==> src/hdl/crcdf_pkg.sv <==
// shared types, constants and the crc function of the deframer
package crcdf_pkg;

   localparam logic [7:0]  HEAD_CHAR = 8'h3C;   // '<'
   localparam logic [7:0]  TAIL_CHAR = 8'h3E;   // '>'
   localparam logic [15:0] CRC_POLY  = 16'hA001;
   localparam logic [15:0] CRC_LSB   = 16'h0001;

   // frame handed from the parser to the readout engine
   typedef struct packed {
      logic       start;
      logic [7:0] channel;
      logic [7:0] flags;
      logic [6:0] length;
   } frame_start_type;

   // crc-16/arc, reflected, one byte
   function automatic logic [15:0] crc_arc_byte(input logic [15:0] crc, input logic [7:0] b);
      logic [15:0] c;
      c = crc ^ {8'h00, b};
      for (int k = 0; k < 8; k++) begin
         if ((c & CRC_LSB) != 16'h0000) begin
            c = (c >> 1) ^ CRC_POLY;
         end else begin
            c = c >> 1;
         end
      end
      return c;
   endfunction

endpackage

==> src/hdl/crcdf_store.sv <==
// payload store: one write port, one registered read port
module crcdf_store #(
   parameter int DEPTH = 64,
   parameter int AW    = 6
) (
   input  logic          clock,
   input  logic          wr_en,
   input  logic [AW-1:0] wr_addr,
   input  logic [7:0]    wr_data,
   input  logic          rd_en,
   input  logic [AW-1:0] rd_addr,
   output logic [7:0]    rd_data
);

   logic [7:0] mem [DEPTH];
   logic [7:0] rd_data_ff;

   always_ff @(posedge clock) begin
      if (wr_en) begin
         mem[wr_addr] <= wr_data;
      end
      if (rd_en) begin
         rd_data_ff <= mem[rd_addr];
      end
   end

   assign rd_data = rd_data_ff;

endmodule

==> src/hdl/crcdf_parser.sv <==
// byte parser: header hunt, fields, payload write, crc and tail check
module crcdf_parser #(
   parameter int MAX_PAYLOAD = 64,
   parameter int AW = 6,
   parameter int CW = 7
) (
   input  logic                     clock,
   input  logic                     reset,
   input  logic                     accept,
   input  logic [7:0]               rx_byte,
   input  logic                     chunk_end,
   output logic                     wr_en,
   output logic [AW-1:0]            wr_addr,
   output logic [7:0]               wr_data,
   output crcdf_pkg::frame_start_type frame_start
);
   import crcdf_pkg::*;

   localparam logic [3:0] ST_HEAD_A = 4'd0;
   localparam logic [3:0] ST_HEAD_B = 4'd1;
   localparam logic [3:0] ST_CHAN   = 4'd2;
   localparam logic [3:0] ST_FLAGS  = 4'd3;
   localparam logic [3:0] ST_LEN_LO = 4'd4;
   localparam logic [3:0] ST_LEN_HI = 4'd5;
   localparam logic [3:0] ST_DATA   = 4'd6;
   localparam logic [3:0] ST_CRC_LO = 4'd7;
   localparam logic [3:0] ST_CRC_HI = 4'd8;
   localparam logic [3:0] ST_TAIL_A = 4'd9;
   localparam logic [3:0] ST_TAIL_B = 4'd10;

   localparam logic [15:0] MaxLen = 16'(MAX_PAYLOAD);

   logic [3:0]    state_ff, state_in;
   logic [7:0]    chan_ff, chan_in;
   logic [7:0]    flags_ff, flags_in;
   logic [7:0]    len_lo_ff, len_lo_in;
   logic [CW-1:0] len_ff, len_in;
   logic [CW-1:0] widx_ff, widx_in;
   logic [15:0]   rx_crc_ff, rx_crc_in;
   logic [15:0]   run_crc_ff, run_crc_in;
   logic [15:0]   full_len;
   logic [CW-1:0] widx_next;

   assign full_len  = {rx_byte, len_lo_ff};
   assign widx_next = widx_ff + CW'(1);

   always_comb begin
      state_in    = state_ff;
      chan_in     = chan_ff;
      flags_in    = flags_ff;
      len_lo_in   = len_lo_ff;
      len_in      = len_ff;
      widx_in     = widx_ff;
      rx_crc_in   = rx_crc_ff;
      run_crc_in  = run_crc_ff;
      wr_en       = 1'b0;
      frame_start = '{start: 1'b0, channel: chan_ff, flags: flags_ff,
                      length: 7'(len_ff)};
      if (accept) begin
         case (state_ff)
            ST_HEAD_A: state_in = (rx_byte == HEAD_CHAR) ? ST_HEAD_B : ST_HEAD_A;
            ST_HEAD_B: state_in = (rx_byte == HEAD_CHAR) ? ST_CHAN : ST_HEAD_A;
            ST_CHAN: begin
               chan_in  = rx_byte;
               state_in = ST_FLAGS;
            end
            ST_FLAGS: begin
               flags_in = rx_byte;
               state_in = ST_LEN_LO;
            end
            ST_LEN_LO: begin
               len_lo_in = rx_byte;
               state_in  = ST_LEN_HI;
            end
            ST_LEN_HI: begin
               len_in     = full_len[CW-1:0];
               widx_in    = '0;
               run_crc_in = '0;
               if (full_len > MaxLen) begin
                  state_in = ST_HEAD_A;
               end else if (full_len == 16'h0000) begin
                  state_in = ST_CRC_LO;
               end else begin
                  state_in = ST_DATA;
               end
            end
            ST_DATA: begin
               wr_en      = 1'b1;
               run_crc_in = crc_arc_byte(run_crc_ff, rx_byte);
               widx_in    = widx_next;
               if (widx_next >= len_ff) begin
                  state_in = ST_CRC_LO;
               end
            end
            ST_CRC_LO: begin
               rx_crc_in = {8'h00, rx_byte};
               state_in  = ST_CRC_HI;
            end
            ST_CRC_HI: begin
               rx_crc_in = {rx_byte, rx_crc_ff[7:0]};
               state_in  = ST_TAIL_A;
            end
            ST_TAIL_A: state_in = (rx_byte == TAIL_CHAR) ? ST_TAIL_B : ST_HEAD_A;
            ST_TAIL_B: begin
               state_in = ST_HEAD_A;
               frame_start.start = (rx_byte == TAIL_CHAR) && (rx_crc_ff == run_crc_ff);
            end
            default: state_in = ST_HEAD_A;
         endcase
         if (chunk_end) begin
            state_in = ST_HEAD_A;
         end
      end
   end

   assign wr_addr = widx_ff[AW-1:0];
   assign wr_data = rx_byte;

   always_ff @(posedge clock) begin
      if (reset) begin
         state_ff   <= ST_HEAD_A;
         chan_ff    <= '0;
         flags_ff   <= '0;
         len_lo_ff  <= '0;
         len_ff     <= '0;
         widx_ff    <= '0;
         rx_crc_ff  <= '0;
         run_crc_ff <= '0;
      end else begin
         state_ff   <= state_in;
         chan_ff    <= chan_in;
         flags_ff   <= flags_in;
         len_lo_ff  <= len_lo_in;
         len_ff     <= len_in;
         widx_ff    <= widx_in;
         rx_crc_ff  <= rx_crc_in;
         run_crc_ff <= run_crc_in;
      end
   end

endmodule

==> src/hdl/crcdf_readout.sv <==
// readout engine: reads a good frame from the store into a two-stage output pipe
module crcdf_readout #(
   parameter int AW = 6,
   parameter int CW = 7
) (
   input  logic                       clock,
   input  logic                       reset,
   input  crcdf_pkg::frame_start_type frame_start,
   output logic                       busy,
   output logic                       rd_en,
   output logic [AW-1:0]              rd_addr,
   input  logic [7:0]                 rd_data,
   output logic                       rsp_tvalid,
   input  logic                       rsp_tready,
   output logic [31:0]                rsp_tdata,
   output logic                       rsp_tlast,
   output logic [0:0]                 rsp_tuser
);
   import crcdf_pkg::*;

   logic          active_ff, active_in;
   logic          empty_ff, empty_in;
   logic [CW-1:0] rem_ff, rem_in;
   logic [AW-1:0] idx_ff, idx_in;
   logic [7:0]    m_chan_ff, m_chan_in;
   logic [7:0]    m_flags_ff, m_flags_in;
   logic [6:0]    m_len_ff, m_len_in;

   // read stage: data sits in the store's read register
   logic          rd_vld_ff, rd_vld_in;
   logic          rd_bv_ff, rd_last_ff;
   logic [7:0]    rd_chan_ff, rd_flags_ff;
   logic [6:0]    rd_len_ff;

   // output register
   logic          out_vld_ff, out_vld_in;
   logic          out_bv_ff, out_last_ff;
   logic [7:0]    out_chan_ff, out_flags_ff, out_byte_ff;
   logic [6:0]    out_len_ff;

   logic out_free, move, issue, rem_one;

   assign out_free = !out_vld_ff || rsp_tready;
   assign move     = rd_vld_ff && out_free;
   assign issue    = active_ff && (!rd_vld_ff || move);
   assign rem_one  = (rem_ff == CW'(1));

   assign busy    = active_ff;
   assign rd_en   = issue && !empty_ff;
   assign rd_addr = idx_ff;

   always_comb begin
      active_in  = active_ff;
      empty_in   = empty_ff;
      rem_in     = rem_ff;
      idx_in     = idx_ff;
      m_chan_in  = m_chan_ff;
      m_flags_in = m_flags_ff;
      m_len_in   = m_len_ff;
      if (frame_start.start) begin
         active_in  = 1'b1;
         empty_in   = (frame_start.length == 7'd0);
         rem_in     = (frame_start.length == 7'd0) ? CW'(1) : CW'(frame_start.length);
         idx_in     = '0;
         m_chan_in  = frame_start.channel;
         m_flags_in = frame_start.flags;
         m_len_in   = frame_start.length;
      end else if (issue) begin
         rem_in = rem_ff - CW'(1);
         idx_in = idx_ff + AW'(1);
         if (rem_one) begin
            active_in = 1'b0;
         end
      end
      rd_vld_in  = issue || (rd_vld_ff && !move);
      out_vld_in = move || (out_vld_ff && !rsp_tready);
   end

   always_ff @(posedge clock) begin
      if (reset) begin
         active_ff  <= 1'b0;
         rd_vld_ff  <= 1'b0;
         out_vld_ff <= 1'b0;
      end else begin
         active_ff  <= active_in;
         rd_vld_ff  <= rd_vld_in;
         out_vld_ff <= out_vld_in;
      end
   end

   always_ff @(posedge clock) begin
      empty_ff   <= empty_in;
      rem_ff     <= rem_in;
      idx_ff     <= idx_in;
      m_chan_ff  <= m_chan_in;
      m_flags_ff <= m_flags_in;
      m_len_ff   <= m_len_in;
      if (issue) begin
         rd_bv_ff    <= !empty_ff;
         rd_last_ff  <= rem_one;
         rd_chan_ff  <= m_chan_ff;
         rd_flags_ff <= m_flags_ff;
         rd_len_ff   <= m_len_ff;
      end
      if (move) begin
         out_bv_ff    <= rd_bv_ff;
         out_last_ff  <= rd_last_ff;
         out_chan_ff  <= rd_chan_ff;
         out_flags_ff <= rd_flags_ff;
         out_len_ff   <= rd_len_ff;
         out_byte_ff  <= rd_bv_ff ? rd_data : 8'h00;
      end
   end

   assign rsp_tvalid = out_vld_ff;
   assign rsp_tdata  = {1'b0, out_byte_ff, out_len_ff, out_flags_ff, out_chan_ff};
   assign rsp_tlast  = out_last_ff;
   assign rsp_tuser  = out_bv_ff;

endmodule

==> src/hdl/crc16_frame_deframer.sv <==
// top level of the crc-16/arc checked frame deframer
//
// req channel: one received byte per transfer, tdata[7:0] the byte, tlast
// marks the end of a receive chunk and sends the parser back to header hunt.
// rsp channel: one transfer per payload byte of a good frame, in order, with
// channel, flags and length repeated on each; tlast marks the final byte.
// a good empty frame gives one transfer with tuser low and a zero byte.
// the parser takes one byte per cycle while req_tready is high. once the
// tail of a good frame is taken, req_tready stays low while the readout
// engine issues one store read per cycle unless the rsp side stalls; the
// single read port of the payload store sets this rate. the readout starts
// at the active flag; results go through the store's read register and
// the output register, one per cycle while rsp_tready is high. a stalled
// rsp side holds its transfer and at most one more in the read register;
// further reads wait. bad frames give nothing. reset clears the parser to
// header hunt and empties the output pipe; the payload store needs no
// clearing since only bytes of the current frame are read back.
module crc16_frame_deframer #(
   parameter int MAX_PAYLOAD = 64
) (
   input  logic        clock,
   input  logic        reset,
   input  logic        req_tvalid,
   output logic        req_tready,
   input  logic [7:0]  req_tdata,   // [7:0] rx_byte
   input  logic        req_tlast,   // chunk_end
   output logic        rsp_tvalid,
   input  logic        rsp_tready,
   output logic [31:0] rsp_tdata,   // [7:0] channel, [15:8] frame_flags,
                                    // [22:16] payload_length, [30:23] payload_byte
   output logic        rsp_tlast,   // last
   output logic [0:0]  rsp_tuser    // [0] byte_valid
);
   import crcdf_pkg::*;

   localparam int AW = (MAX_PAYLOAD > 1) ? $clog2(MAX_PAYLOAD) : 1;
   localparam int CW = $clog2(MAX_PAYLOAD + 1);

   logic            accept;
   logic            busy;
   logic            wr_en, rd_en;
   logic [AW-1:0]   wr_addr, rd_addr;
   logic [7:0]      wr_data, rd_data;
   frame_start_type frame_start;

   assign req_tready = !busy;
   assign accept     = req_tvalid && req_tready;

   crcdf_parser #(.MAX_PAYLOAD(MAX_PAYLOAD), .AW(AW), .CW(CW)) u_parser (
      .clock       (clock),
      .reset       (reset),
      .accept      (accept),
      .rx_byte     (req_tdata),
      .chunk_end   (req_tlast),
      .wr_en       (wr_en),
      .wr_addr     (wr_addr),
      .wr_data     (wr_data),
      .frame_start (frame_start)
   );

   crcdf_store #(.DEPTH(MAX_PAYLOAD), .AW(AW)) u_store (
      .clock   (clock),
      .wr_en   (wr_en),
      .wr_addr (wr_addr),
      .wr_data (wr_data),
      .rd_en   (rd_en),
      .rd_addr (rd_addr),
      .rd_data (rd_data)
   );

   crcdf_readout #(.AW(AW), .CW(CW)) u_readout (
      .clock       (clock),
      .reset       (reset),
      .frame_start (frame_start),
      .busy        (busy),
      .rd_en       (rd_en),
      .rd_addr     (rd_addr),
      .rd_data     (rd_data),
      .rsp_tvalid  (rsp_tvalid),
      .rsp_tready  (rsp_tready),
      .rsp_tdata   (rsp_tdata),
      .rsp_tlast   (rsp_tlast),
      .rsp_tuser   (rsp_tuser)
   );

endmodule

==> config.mk <==
export PLATFORM = sky130hd
export DESIGN_NAME = crc16_frame_deframer
export DESIGN_NICKNAME = d
export VERILOG_FILES = /design/src/hdl/crcdf_pkg.sv /design/src/hdl/crcdf_store.sv /design/src/hdl/crcdf_parser.sv /design/src/hdl/crcdf_readout.sv /design/src/hdl/crc16_frame_deframer.sv
export SDC_FILE = /design/constraint.sdc
export NUM_CORES = 1
export LEC_CHECK = 0
export BUFFER_PORTS_ARGS = -buffer_cell sky130_fd_sc_hd__buf_2
export CAP_MARGIN = 25
export CORE_ASPECT_RATIO = 1.4
export CORE_MARGIN = 4
export CORE_UTILIZATION = 30
export CTS_CLUSTER_SIZE = 25
export DETAILED_ROUTE_END_ITERATION = 8
export GPL_TIMING_DRIVEN = 0
export HOLD_SLACK_MARGIN = 0.08
export PLACE_DENSITY = 0.51
export SLEW_MARGIN = 5
export SYNTH_ARGS = -nofsm -noshare
export SYNTH_HDL_FRONTEND = slang
export SYNTH_SLANG_ARGS = --single-unit
==> constraint.sdc <==
create_clock -name clock -period 5.9 [get_ports clock]
set_input_delay 0 -clock clock [delete_from_list [all_inputs] [get_ports clock]]
set_output_delay 0 -clock clock [all_outputs]
set_load 0.005 [all_outputs]
==> flow_metrics.tcl <==
set metrics [dict create \
    die_w_um 260 \
    critPathLaunchType "flop" \
    drive_gt1_share_pct 21.7 \
    area_growth_pct 16.4 \
    netlist-cell-type-count 44 \
    dp_hpwl_um 42300 \
    initial_core_util_pct 30.3 \
    wirelength_um 62100 \
    grt_pass1_vias 14000 \
    rows 129 \
    min_period_over_period_pct 61.4 \
    synth.avg_cell_area_um2 19.0 \
    final_cell_mix "edfxtp_1, mux4_2, nor2_1, dfxtp_1, clkbuf_16" \
    antenna_found_initial 0 \
    setup.worst_path.class "reg -> reg" \
    final_common_cell "edfxtp_1" \
    fillers 8305 \
    ios 49 \
    holdWs_ps 343 \
    worst-path-buf-inv 2 \
    ys_async_sr_fraction_pct 0 \
    first_pass_iters 5 \
    path_max_fanout 10 \
    ir_drop_uv 203 \
    num_vias 13200 \
    hold_class "in -> reg" \
    gr-total-overflow 0 \
    slew_headroom_pct 34.5 \
    slowest_delay_ps 700 \
    critPathTopFamily "multiplexers" \
    ys_ff_latch 692 \
    post-route-min-period_ps 3630 \
    p_per_area_nw_per_um2 341 \
    setup_tns_ps 0 \
    worstPathRequired_ps 6240 \
    yosysSeqAreaShare_pct 74.7 \
    finalHoldViolCount 0 \
    cts_tree "built" \
    grt_setup_unrepaired "no" \
    crit_path_end_kind "flop" \
    path_clk_slew_ps 60 \
    drc 0 \
    core_area_um2 88300 \
    cts_setup_buffers 0 \
    die_h_um 361 \
    leakagePower_nw 9.64 \
    finClkSkew_ps 20.2 \
    synthCells 1409 \
    drt_iter0_markers 891 \
    cp_cell_sequence "clkbuf_1 > clkbuf_1 > mux4_2 > mux4_2 > mux4_2" \
    fmax_mhz 276 \
    num_antenna_cells 0 \
    synth-edff-count 609 \
    cts_buffers 68 \
    die-area_um2 93900 \
    grt_pass1_wl_um 92100 \
    syn_nets 1433 \
    outcome "completed" \
    grt_max_degree 66 \
    clock_sinks 692 \
    grt_use_total_pct 13.2 \
    viasPerCell 4.75 \
    max_cap_violations 0 \
    yosysWarningCount 0 \
    crit_top_cell "mux4_2" \
    crit_arrival_ps 3960 \
    setup_viol 0 \
    drt-wirelength-per-cell_um 22.3 \
    cts-root-buf "clkbuf_16" \
    gp_congestion 0.817 \
    nets 1576 \
    syn_area_um2 26700 \
    port_buffers 46 \
    slowest_stage "clkbuf_1" \
    clk-insertion-delay-late_ps 620 \
    fin_util_pct 35.2 \
    synth_top_flop_cell "edfxtp_1" \
    ant_nets 0 \
    slew_violations 0 \
    clock_path_buffers 3 \
    cts-htree-levels 3 \
    tightest_slew_ps 979 \
]
-- sequential cells by signal, summed over array words and instances (netlist names), 4 cells and up --
| register | count |
|---|---|
| u_readout.m_len_ff | 7 |
| u_readout.out_len_ff | 7 |
| u_parser.rx_crc_ff | 16 |
| u_readout.rd_addr | 6 |
| u_parser.run_crc_ff | 16 |
| u_readout.out_chan_ff | 8 |
| u_readout.rem_ff | 7 |
| u_readout.rd_len_ff | 7 |
| u_readout.rd_chan_ff | 8 |
| u_readout.rd_flags_ff | 8 |
| u_parser.widx_ff | 7 |
| u_parser.flags_ff | 8 |
| u_parser.state_ff | 4 |
| u_readout.out_byte_ff | 8 |
| u_store.mem | 512 |
| u_parser.len_lo_ff | 8 |
| u_readout.out_flags_ff | 8 |
| u_parser.chan_ff | 8 |
| u_readout.m_chan_ff | 8 |
| u_store.rd_data | 8 |
| u_readout.m_flags_ff | 8 |
| u_parser.len_ff | 7 |
-- layer usage --
metal	up-vias	share of wire [%]	global-route usage, %
li1	5877	-	-
met5	-	0	0
met4	0	3.7	5.33
met2	317	53	23.9
met1	6938	39	15.7
met3	105	4.0	1.99
-- area by class of cell --
cell class              count  area [µm²]  share of cell area (%)
flip-flops and latches    692       19900                    64.2
multi-input cells         625        6380                    20.5
clock buffers              85        1800                    5.78
well taps                1179        1480                    4.74
repair buffers             73         608                    1.96
clock inverters            39         492                    1.58
plain buffers              79         344                    1.11
inverters                  13        48.8                   0.157
-- metrics by stage --
step                std cells  setup slack (ps)  power (mW)  instance area (µm²)
finish                   2785              2280        10.6                31100
global route             2785              1970        11.0                31100
CTS                      2781              2230        10.7                31000
detailed placement       2645              2270        6.24                28600
global placement         2634              1240        6.22                28400
floorplan                1409              3140        5.94                26700
-- report_power, final --
part / internal (mW) / total, mW / leakage (nW) / switching [mW]
Sequential: 5.31 / 5.32 / 6.14 / 0.00346
Clock: 2.59 / 4.48 / 1.10 / 1.88
Combinational: 0.381 / 0.811 / 2.39 / 0.430
-- path summary, 6_finish.rpt --
path	slack [ps]	startpoint	cells past startpoint	to
worst min register to register	410	u_readout.rd_flags_ff[2]$_DFFE_PP_	0	u_readout.out_flags_ff[2]$_DFFE_PP_
worst min-delay path	340	rsp_tready	5	u_readout.rsp_tvalid$_SDFF_PP0_
worst max-delay path	2280	u_readout.rd_addr[1]$_SDFFE_PP0P_	5	u_store.rd_data[3]$_DFFE_PP_
worst max register to register	2280	u_readout.rd_addr[1]$_SDFFE_PP0P_	5	u_store.rd_data[3]$_DFFE_PP_
-- cells by family after synthesis --
kind of cell               count (synthesis)  synth area share [%]
DFF                                      692                  74.7
adders and majority gates                 11                 0.515
AOI/OAI and AO/OA                         84                  1.96
xor gates and xnor gates                  53                  1.74
muxes                                    188                  14.9
and+or+nand+nor                          288                  4.70
buffers and inverters                     92                  1.47
other                                      1                0.0140
-- synthesized netlist by cell type, drive strengths merged (11+ instances only) --
master | instances | share of area [%]
nand3 | 29 | 0.54
mux2i | 19 | 0.71
inv | 12 | 0.17
mux4 | 168 | 14
xnor2 | 28 | 0.92
buf | 25 | 0.52
clkbuf | 54 | 0.76
edfxtp | 609 | 68
dfxtp | 83 | 6.2
nand2 | 64 | 0.90
a21oi | 36 | 0.67
ha | 11 | 0.52
nor2 | 142 | 2.0
a22oi | 26 | 0.73
xor2 | 25 | 0.82
-- worst reg2reg max path, cell delays in order, from the launching register on --
cell	delay, ps
dfxtp_1	470
clkbuf_1	650
clkbuf_1	710
mux4_2	470
mux4_2	560
mux4_2	510
-- what timing repair did --
item                      4_1_cts  5_1_grt
resized for setup               0        0
hold buffers                   12        1
hold endpoints to repair      314       22
(Power assumes the default switching activity.)
